$ cat src/rtl/core/tvsd_pkg.sv
// Tagged value stream decoder: shared types, token kinds, error codes and
// header field constants. No dependencies.
`timescale 1ns / 1ps
`default_nettype none

package tvsd_pkg;

    typedef enum logic [2:0] {
        PH_LEN,
        PH_HDR,
        PH_PAY,
        PH_STR,
        PH_PEND_END,
        PH_PEND_ERR
    } phase_t;

    typedef logic [3:0] kind_t;
    typedef logic [2:0] err_t;
    typedef logic [2:0] htype_t;
    typedef logic [4:0] cookie_t;

    localparam kind_t K_NIL    = 4'd0;
    localparam kind_t K_BOOL   = 4'd1;
    localparam kind_t K_INT    = 4'd2;
    localparam kind_t K_REAL   = 4'd3;
    localparam kind_t K_USER   = 4'd4;
    localparam kind_t K_FUNC   = 4'd5;
    localparam kind_t K_SSTART = 4'd6;
    localparam kind_t K_SBYTE  = 4'd7;
    localparam kind_t K_TABLE  = 4'd8;
    localparam kind_t K_END    = 4'd9;
    localparam kind_t K_ERR    = 4'd10;

    localparam err_t E_NONE      = 3'd0;
    localparam err_t E_INT_SIZE  = 3'd1;
    localparam err_t E_LSTR_SIZE = 3'd2;
    localparam err_t E_TRUNC     = 3'd3;
    localparam err_t E_COUNT     = 3'd4;

    localparam htype_t T_NIL    = 3'd0;
    localparam htype_t T_BOOL   = 3'd1;
    localparam htype_t T_NUMBER = 3'd2;
    localparam htype_t T_USER   = 3'd3;
    localparam htype_t T_SSTR   = 3'd4;
    localparam htype_t T_LSTR   = 3'd5;
    localparam htype_t T_TABLE  = 3'd6;
    localparam htype_t T_FUNC   = 3'd7;

    localparam int      COOKIE_SPAN  = 32;
    localparam cookie_t COOKIE_COUNT = cookie_t'(COOKIE_SPAN - 1);
    localparam cookie_t COOKIE_REAL  = 5'd8;
    localparam cookie_t COOKIE_QWORD = 5'd6;

    localparam logic [31:0] LEN_HDR_BYTES = 32'd4;

    // Payload size in bytes for an integer cookie, 0 for an invalid cookie.
    function automatic logic [3:0] int_size(input cookie_t c);
        logic [3:0] r;
        case (c)
            5'd1:         r = 4'd1;
            5'd2:         r = 4'd2;
            5'd4:         r = 4'd4;
            COOKIE_QWORD: r = 4'd8;
            default:      r = 4'd0;
        endcase
        return r;
    endfunction

endpackage

`default_nettype wire

$ cat src/rtl/core/tagged_value_stream_decoder_unit.sv
// Tagged value stream decoder top level: byte stream in, one token per value and per string byte out.
// Depends on tvsd_pkg.
// A token is registered: it appears in the cycle after the byte that completes it is accepted.
// Throughput: one byte per cycle; the input stalls only while a token is held unread.
// Reset (rst_n, async, active low): waiting for the 4-byte length header, no token held.
`timescale 1ns / 1ps
`default_nettype none

module tagged_value_stream_decoder_unit
    import tvsd_pkg::*;
#(
    parameter int POINTER_BYTES = 8
) (
    input  wire logic        clk,
    input  wire logic        rst_n,
    input  wire logic [7:0]  data_byte,
    input  wire logic        data_valid,
    output logic             data_ready,
    output logic [3:0]       kind,
    output logic [63:0]      value,
    output logic [31:0]      length,
    output logic [2:0]       error_code,
    output logic             token_valid,
    input  wire logic        token_ready
);

    localparam logic [3:0] PTR_SIZE = 4'(POINTER_BYTES);

    phase_t      phase_reg, phase_next;
    logic [1:0]  hbc_reg, hbc_next;
    logic [31:0] remaining_reg, remaining_next;
    logic [63:0] shift_reg, shift_next;
    logic [3:0]  pay_left_reg, pay_left_next;
    logic [3:0]  pay_size_reg, pay_size_next;
    logic [31:0] str_left_reg, str_left_next;
    kind_t       pending_reg, pending_next;
    logic        ce_reg, ce_next;

    logic        tok_valid_reg, tok_valid_next;
    kind_t       kind_reg, kind_next;
    logic [63:0] value_reg, value_next;
    logic [31:0] length_reg, length_next;
    err_t        err_reg, err_next;

    logic        acc;
    htype_t      hdr_type;
    cookie_t     hdr_cookie;
    logic [3:0]  isize;
    logic        count_bad;
    logic [2:0]  lane;
    logic [63:0] shift_upd;
    logic [3:0]  pay_left_dec;
    logic        pay_done;
    logic [63:0] pay_v;
    logic [31:0] str_left_dec;
    logic [31:0] rem_dec;
    logic        rem_zero;
    logic [63:0] len_shift;
    logic [31:0] total;
    logic        total_ok;

    phase_t      step_phase;
    logic        step_ce;
    logic        raw_hit;
    kind_t       raw_kind;
    logic [63:0] raw_value;
    logic [31:0] raw_len;
    err_t        raw_err;
    logic        start_pay;
    kind_t       start_kind;
    logic [3:0]  start_size;
    logic        str_load;
    logic [31:0] str_load_val;
    logic        clean;

    assign acc          = data_valid && data_ready;
    assign data_ready   = !tok_valid_reg || token_ready;
    assign hdr_type     = data_byte[2:0];
    assign hdr_cookie   = data_byte[7:3];
    assign isize        = int_size(hdr_cookie);
    assign count_bad    = ce_reg && (hdr_type != T_NUMBER || hdr_cookie == COOKIE_REAL);
    assign lane         = 3'(pay_size_reg - pay_left_reg);
    assign shift_upd    = shift_reg | ({56'd0, data_byte} << {lane, 3'b000});
    assign pay_left_dec = pay_left_reg - 4'd1;
    assign pay_done     = (pay_left_dec == 4'd0);
    assign pay_v        = (pending_reg == K_INT && pay_size_reg == 4'd4 && shift_upd[31])
                          ? {32'hFFFF_FFFF, shift_upd[31:0]} : shift_upd;
    assign str_left_dec = str_left_reg - 32'd1;
    assign rem_dec      = (remaining_reg != 32'd0) ? remaining_reg - 32'd1 : remaining_reg;
    assign rem_zero     = (rem_dec == 32'd0);
    assign len_shift    = shift_reg | ({56'd0, data_byte} << {hbc_reg, 3'b000});
    assign total        = len_shift[31:0];
    assign total_ok     = (total > LEN_HDR_BYTES) && !total[31];
    assign clean        = (step_phase == PH_HDR) && !step_ce;

    // decode of one header, payload or string byte
    always_comb
    begin
        step_phase   = phase_reg;
        step_ce      = ce_reg;
        raw_hit      = 1'b0;
        raw_kind     = K_NIL;
        raw_value    = 64'd0;
        raw_len      = 32'd0;
        raw_err      = E_NONE;
        start_pay    = 1'b0;
        start_kind   = K_NIL;
        start_size   = 4'd0;
        str_load     = 1'b0;
        str_load_val = 32'd0;
        case (phase_reg)
            PH_HDR:
            begin
                step_ce = 1'b0;
                if (count_bad)
                begin
                    raw_hit  = 1'b1;
                    raw_kind = K_ERR;
                    raw_err  = E_COUNT;
                end
                else
                begin
                    case (hdr_type)
                        T_NIL:
                        begin
                            raw_hit  = 1'b1;
                            raw_kind = K_NIL;
                        end
                        T_BOOL:
                        begin
                            raw_hit   = 1'b1;
                            raw_kind  = K_BOOL;
                            raw_value = {63'd0, hdr_cookie != 5'd0};
                        end
                        T_NUMBER:
                        begin
                            if (hdr_cookie == 5'd0)
                            begin
                                raw_hit  = 1'b1;
                                raw_kind = K_INT;
                            end
                            else if (hdr_cookie == COOKIE_REAL)
                            begin
                                start_pay  = 1'b1;
                                start_kind = K_REAL;
                                start_size = 4'd8;
                            end
                            else if (isize != 4'd0)
                            begin
                                start_pay  = 1'b1;
                                start_kind = K_INT;
                                start_size = isize;
                            end
                            else
                            begin
                                raw_hit  = 1'b1;
                                raw_kind = K_ERR;
                                raw_err  = E_INT_SIZE;
                            end
                        end
                        T_USER:
                        begin
                            start_pay  = 1'b1;
                            start_kind = K_USER;
                            start_size = PTR_SIZE;
                        end
                        T_SSTR:
                        begin
                            raw_hit  = 1'b1;
                            raw_kind = K_SSTART;
                            raw_len  = {27'd0, hdr_cookie};
                            if (hdr_cookie != 5'd0)
                            begin
                                str_load     = 1'b1;
                                str_load_val = {27'd0, hdr_cookie};
                                step_phase   = PH_STR;
                            end
                        end
                        T_LSTR:
                        begin
                            if (hdr_cookie == 5'd2 || hdr_cookie == 5'd4)
                            begin
                                start_pay  = 1'b1;
                                start_kind = K_SSTART;
                                start_size = hdr_cookie[3:0];
                            end
                            else
                            begin
                                raw_hit  = 1'b1;
                                raw_kind = K_ERR;
                                raw_err  = E_LSTR_SIZE;
                            end
                        end
                        T_TABLE:
                        begin
                            raw_hit  = 1'b1;
                            raw_kind = K_TABLE;
                            raw_len  = {27'd0, hdr_cookie};
                            step_ce  = (hdr_cookie == COOKIE_COUNT);
                        end
                        default:
                        begin
                            start_pay  = 1'b1;
                            start_kind = K_FUNC;
                            start_size = PTR_SIZE;
                        end
                    endcase
                    if (start_pay)
                        step_phase = PH_PAY;
                end
            end
            PH_PAY:
            begin
                if (pay_done)
                begin
                    step_phase = PH_HDR;
                    raw_hit    = 1'b1;
                    if (pending_reg == K_SSTART)
                    begin
                        raw_kind     = K_SSTART;
                        raw_len      = shift_upd[31:0];
                        str_load     = 1'b1;
                        str_load_val = shift_upd[31:0];
                        if (shift_upd[31:0] != 32'd0)
                            step_phase = PH_STR;
                    end
                    else
                    begin
                        raw_kind  = pending_reg;
                        raw_value = pay_v;
                    end
                end
            end
            PH_STR:
            begin
                raw_hit    = 1'b1;
                raw_kind   = K_SBYTE;
                raw_value  = {56'd0, data_byte};
                step_phase = (str_left_dec == 32'd0) ? PH_HDR : PH_STR;
            end
            default:
            begin
            end
        endcase
    end

    // next state
    always_comb
    begin
        phase_next     = phase_reg;
        hbc_next       = hbc_reg;
        remaining_next = remaining_reg;
        shift_next     = shift_reg;
        pay_left_next  = pay_left_reg;
        pay_size_next  = pay_size_reg;
        str_left_next  = str_left_reg;
        pending_next   = pending_reg;
        ce_next        = ce_reg;
        if (acc)
        begin
            case (phase_reg)
                PH_PEND_END, PH_PEND_ERR:
                begin
                    phase_next = PH_LEN;
                    hbc_next   = 2'd1;
                    shift_next = {56'd0, data_byte};
                    ce_next    = 1'b0;
                end
                PH_LEN:
                begin
                    if (hbc_reg != 2'd3)
                    begin
                        hbc_next   = hbc_reg + 2'd1;
                        shift_next = len_shift;
                    end
                    else
                    begin
                        hbc_next   = 2'd0;
                        shift_next = 64'd0;
                        ce_next    = 1'b0;
                        if (total_ok)
                        begin
                            remaining_next = total - LEN_HDR_BYTES;
                            phase_next     = PH_HDR;
                        end
                        else
                        begin
                            remaining_next = 32'd0;
                            phase_next     = PH_LEN;
                        end
                    end
                end
                default:
                begin
                    remaining_next = rem_dec;
                    phase_next     = step_phase;
                    ce_next        = step_ce;
                    if (start_pay)
                    begin
                        pending_next  = start_kind;
                        pay_size_next = start_size;
                        pay_left_next = start_size;
                        shift_next    = 64'd0;
                    end
                    if (phase_reg == PH_PAY)
                    begin
                        pay_left_next = pay_left_dec;
                        shift_next    = pay_done ? 64'd0 : shift_upd;
                    end
                    if (str_load)
                        str_left_next = str_load_val;
                    else if (phase_reg == PH_STR)
                        str_left_next = str_left_dec;
                    if (rem_zero)
                    begin
                        hbc_next   = 2'd0;
                        shift_next = 64'd0;
                        ce_next    = 1'b0;
                        if (raw_hit)
                            phase_next = clean ? PH_PEND_END : PH_PEND_ERR;
                        else
                            phase_next = PH_LEN;
                    end
                end
            endcase
        end
    end

    // token for the accepted byte
    always_comb
    begin
        tok_valid_next = tok_valid_reg && !token_ready;
        kind_next      = kind_reg;
        value_next     = value_reg;
        length_next    = length_reg;
        err_next       = err_reg;
        if (acc)
        begin
            tok_valid_next = 1'b0;
            kind_next      = K_END;
            value_next     = 64'd0;
            length_next    = 32'd0;
            err_next       = E_NONE;
            case (phase_reg)
                PH_PEND_END:
                    tok_valid_next = 1'b1;
                PH_PEND_ERR:
                begin
                    tok_valid_next = 1'b1;
                    kind_next      = K_ERR;
                    err_next       = E_TRUNC;
                end
                PH_LEN:
                    tok_valid_next = (hbc_reg == 2'd3) && !total_ok;
                default:
                begin
                    if (raw_hit)
                    begin
                        tok_valid_next = 1'b1;
                        kind_next      = raw_kind;
                        value_next     = raw_value;
                        length_next    = raw_len;
                        err_next       = raw_err;
                    end
                    else if (rem_zero)
                    begin
                        tok_valid_next = 1'b1;
                        if (!clean)
                        begin
                            kind_next = K_ERR;
                            err_next  = E_TRUNC;
                        end
                    end
                end
            endcase
        end
    end

    always_ff @(posedge clk or negedge rst_n)
    begin
        if (!rst_n)
        begin
            phase_reg     <= PH_LEN;
            hbc_reg       <= 2'd0;
            remaining_reg <= 32'd0;
            shift_reg     <= 64'd0;
            pay_left_reg  <= 4'd0;
            pay_size_reg  <= 4'd0;
            str_left_reg  <= 32'd0;
            pending_reg   <= K_NIL;
            ce_reg        <= 1'b0;
            tok_valid_reg <= 1'b0;
        end
        else
        begin
            phase_reg     <= phase_next;
            hbc_reg       <= hbc_next;
            remaining_reg <= remaining_next;
            shift_reg     <= shift_next;
            pay_left_reg  <= pay_left_next;
            pay_size_reg  <= pay_size_next;
            str_left_reg  <= str_left_next;
            pending_reg   <= pending_next;
            ce_reg        <= ce_next;
            tok_valid_reg <= tok_valid_next;
        end
    end

    always_ff @(posedge clk)
    begin
        kind_reg   <= kind_next;
        value_reg  <= value_next;
        length_reg <= length_next;
        err_reg    <= err_next;
    end

    assign token_valid = tok_valid_reg;
    assign kind        = kind_reg;
    assign value       = value_reg;
    assign length      = length_reg;
    assign error_code  = err_reg;

`ifndef SYNTH
    a_len_bytes_silent: assert property (@(posedge clk) disable iff (!rst_n)
        acc && phase_reg == PH_LEN && hbc_reg != 2'd3 |=> !tok_valid_reg)
        else $error("token produced by a length header byte");

    a_body_has_length: assert property (@(posedge clk) disable iff (!rst_n)
        (phase_reg == PH_HDR || phase_reg == PH_PAY || phase_reg == PH_STR)
        |-> remaining_reg != 32'd0)
        else $error("inside stream body with no length left");

    a_pay_count: assert property (@(posedge clk) disable iff (!rst_n)
        phase_reg == PH_PAY |-> pay_left_reg != 4'd0)
        else $error("payload phase with no bytes left");

    a_err_code: assert property (@(posedge clk) disable iff (!rst_n)
        tok_valid_reg |-> ((kind_reg == K_ERR) == (err_reg != E_NONE)))
        else $error("error code does not match token kind");
`endif

endmodule

`default_nettype wire
$ cat config.mk
export PLATFORM = sky130hd
export DESIGN_NAME = tagged_value_stream_decoder_unit
export DESIGN_NICKNAME = d
export VERILOG_FILES = /design/src/rtl/core/tvsd_pkg.sv /design/src/rtl/core/tagged_value_stream_decoder_unit.sv
export SDC_FILE = /design/constraint.sdc
export NUM_CORES = 1
export LEC_CHECK = 0
export BUFFER_PORTS_ARGS = -buffer_cell sky130_fd_sc_hd__buf_2
export CORE_MARGIN = 5
export CORE_UTILIZATION = 55
export CTS_BUF_LIST = sky130_fd_sc_hd__clkbuf_2
export CTS_CLUSTER_DIAMETER = 60
export CTS_CLUSTER_SIZE = 12
export DETAILED_ROUTE_END_ITERATION = 8
export PLACE_DENSITY = 0.76
export SLEW_MARGIN = 5
export SYNTH_ARGS = -nofsm -noshare
export SYNTH_HDL_FRONTEND = slang
export SYNTH_SLANG_ARGS = --single-unit
$ cat constraint.sdc
create_clock -name clk -period 6.8 [get_ports clk]
set_input_delay 0.34 -clock clk [delete_from_list [all_inputs] [get_ports clk]]
set_output_delay 0.34 -clock clk [all_outputs]
set_load 0.01 [all_outputs]
==> run metrics <==
status=completed; Num CTS Buffers=26; WL/cell=21.6 µm; worst skew pair latency=980 ps; hold depth=5; Starting Density=0.553; worst hold margin=60.4 ps; CP startpoint=pay_left_reg[0]; Starting DRT DRC Count=1335; Synth Area in Compound Gates=0.245; XOR/XNOR Fraction of Synth Area=0.0237; Peak Freq=212 MHz; CP arrival=5570 ps; sequential fraction of the synthesis area=0.473; Simple-Gate Fraction of Synth Area=0.198; Worst R2R Start=pay_left_reg[0]; multiplexer area fraction after synthesis=0.00737; CP Max Fanout=14; via/cell ratio=6.58; Ys Warns=0; CTS Hold Buffers Added=8; CTS tree=done; number of global-route vias before repair=12500; async set-or-reset flop fraction in the synthesized netlist=0.586; initial antenna violation count=2; Setup crit end kind=register; power per cell area=400 nW/µm²; adder-cell share of the synthesized area=0.0102; crit path max-delay cell type=xnor3_1; Startpoint Class=register; 1st-pass router iterations=7; critical path type=reg2reg; max cap viols=0; met1 usage=0.397; setup_tns=0 ps; die height=171 µm; Critical Path Max Stage Delay=670 ps; RSZ-0062 raised after global routing=no; worst path cell trace=ha_1 -> inv_1 -> fa_1 -> xnor3_1 -> nor3b_1 -> buf_4 -> a21oi_1 -> nand3_1 -> nor3_1 -> o21ai_1 -> a211oi_1 -> o21a_1 -> o221ai_1 -> dlygate4sd3_1; CTS Sinks=249; Clock Skews=78.0 ps; nets=1679; number of setup violations in the final report=0; Remaining DRCs=0; Synth area leaders=dfrtp_1 26%, edfxtp_1 22%, a21oi_1 7.8%; clk buf depth=3; largest net degree at the start of global routing=85; largest family of logic cells by synthesized area=compound AO/OA/AOI/OAI gates; P_leak=5.96 nW; Synth Register Bits=249; GRT Total Usage=0.290; IO Count=117; syn nets=1626; postcts setup bufs=0; Syn Area/Cell=8.89 µm²; routing usage on met2=0.457; Core Box Area=25800 µm²; PortBufs=116; fin. max-slew vios=0; predominant post-synthesis flop cell=dfrtp_1; die width=171 µm; dpl hpwl=30000 µm; Final Hold Viols=0; Root Driver=clkbuf_2; busiest layer in global routing=met2; DR vias=13200; hold path start=data_byte[0]; Reg2Reg Depth=14; Overflow after GRT=0; Post-synth EDFFs=103; worst-margin pin slew=1210 ps; Final Critical Period=4710 ps; clk slew on worst S/H paths=240 ps; Hold Crit Class=in2reg; global-route wire length before repair=68400 µm; share of post-route cells with drive strength above 1=0.133; Routed Antenna Nets=0; Site Rows=59; Area Growth Syn to Fin=7.61%; Max-slew headroom=0.192; DRT Wirelength=43500 µm; worst vdd ir=0.230 mV; # fillers=2236; Mapped Cells=1603; die area=29200 µm²; GP Congestion=0.963; M3 GR Usage=0.0522; period utilization=0.692; Critical Path RT=7660 ps; synthesized area=14300 µm²; Yosys top cell by area=dfrtp_1; H-tree levels=1; Synth top area share=0.256; Netlist cell types=79; cts repair resizes=0
-- routing by layer --
layer  share of wire  vias up
li1                -     6025
met1            0.41     6340
met2            0.46      710
met3           0.090      156
met4           0.047        2
met5         0.00016        -
-- critical path, delay by kind of cell (launching register included) --
| kind | cells | cell delay [ps] |
|---|---|---|
| AO/OA/AOI/OAI | 5 | 1380 |
| buffers and inverters | 3 | 850 |
| AND/OR/NAND/NOR | 3 | 680 |
| XOR/XNOR | 1 | 670 |
| adder cells (fa/ha/maj) | 2 | 580 |
| flip-flops | 1 | 490 |
-- synth_stat cells (all sizes together), types with 23 or more instances --
cell type and number:
nand3 35, dfrtp 146, o22ai 23, a31oi 30, buf 28, a21oi 222
nand2 107, nor3 65, edfxtp 103, nor2 197, clkbuf 88, o21ai 154
nor4 29, inv 35, o21a 52
-- final cells by class --
class / count / area, µm² / area share
clock inverter: 6 / 90.1 / 0.00587
inverter: 35 / 134 / 0.00873
multi-input combinational: 1203 / 6940 / 0.452
clock buffer: 40 / 200 / 0.0130
antenna: 2 / 5.00 / 0.000326
sequential: 249 / 6750 / 0.440
tap: 335 / 419 / 0.0273
timing repair buffer: 141 / 812 / 0.0529
-- final timing paths --
path / slack [ps] / endpoint
max: 2090 / token_valid
min: 60 / pending_reg[0]
max reg2reg: 2090 / token_valid
min reg2reg: 520 / shift_reg[43]
max in group asynchronous: 5080 / shift_reg[8]
min in group asynchronous: 410 / remaining_reg[3]
-- cells in the final DEF, fill, tap and decap left out, types with 8 or more instances in the layout --
cell and instances:
a211oi_1 8, a21o_1 9, a21oi_1 221, a22o_1 11, a22oi_1 13, a31oi_1 29, and2_1 11, and3_1 11
buf_2 115, buf_4 17, clkbuf_2 40, dfrtp_1 146, edfxtp_1 103, ha_1 10, inv_1 34, nand2_1 105
nand2b_1 14, nand3_1 34, nand4_1 15, nor2_1 197, nor3_1 60, nor3b_1 13, nor4_1 25, o21a_1 52
o21ai_0 145, o21ai_1 8, o22ai_1 23, or2_2 11, or3_1 12, xnor2_1 22, xor2_1 14
-- logic make-up after synthesis --
kind of cell             count (synthesis)
multiplexers                            10
XOR/XNOR                                37
flip-flops                             249
buffers and inverters                  151
adder cells (fa/ha/maj)                 11
AO/OA/AOI/OAI                          583
AND/OR/NAND/NOR                        562
-- metrics by stage --
stage / worst slack (ps) / power, mW / utilization / instance area [µm²] / cells
CTS: 2200 / 6.07 / 0.595 / 15300 / 2009
global route: 1760 / 6.52 / 0.596 / 15300 / 2011
floorplan: 1960 / 4.46 / - / 14300 / 1603
global placement: 2340 / 5.24 / 0.580 / 14900 / 1955
finish: 2090 / 6.13 / 0.596 / 15300 / 2011
detailed placement: 2260 / 5.30 / 0.580 / 14900 / 1955
-- where the power goes --
| group | total, mW | switching (mW) | internal (mW) | leakage [nW] |
|---|---|---|---|---|
| Sequential | 2.46 | 0.482 | 1.98 | 2.97 |
| Clock | 0.761 | 0.524 | 0.237 | 0.209 |
| Combinational | 2.91 | 1.90 | 1.00 | 2.78 |
No activity file was read; power rests on OpenSTA's default activity.
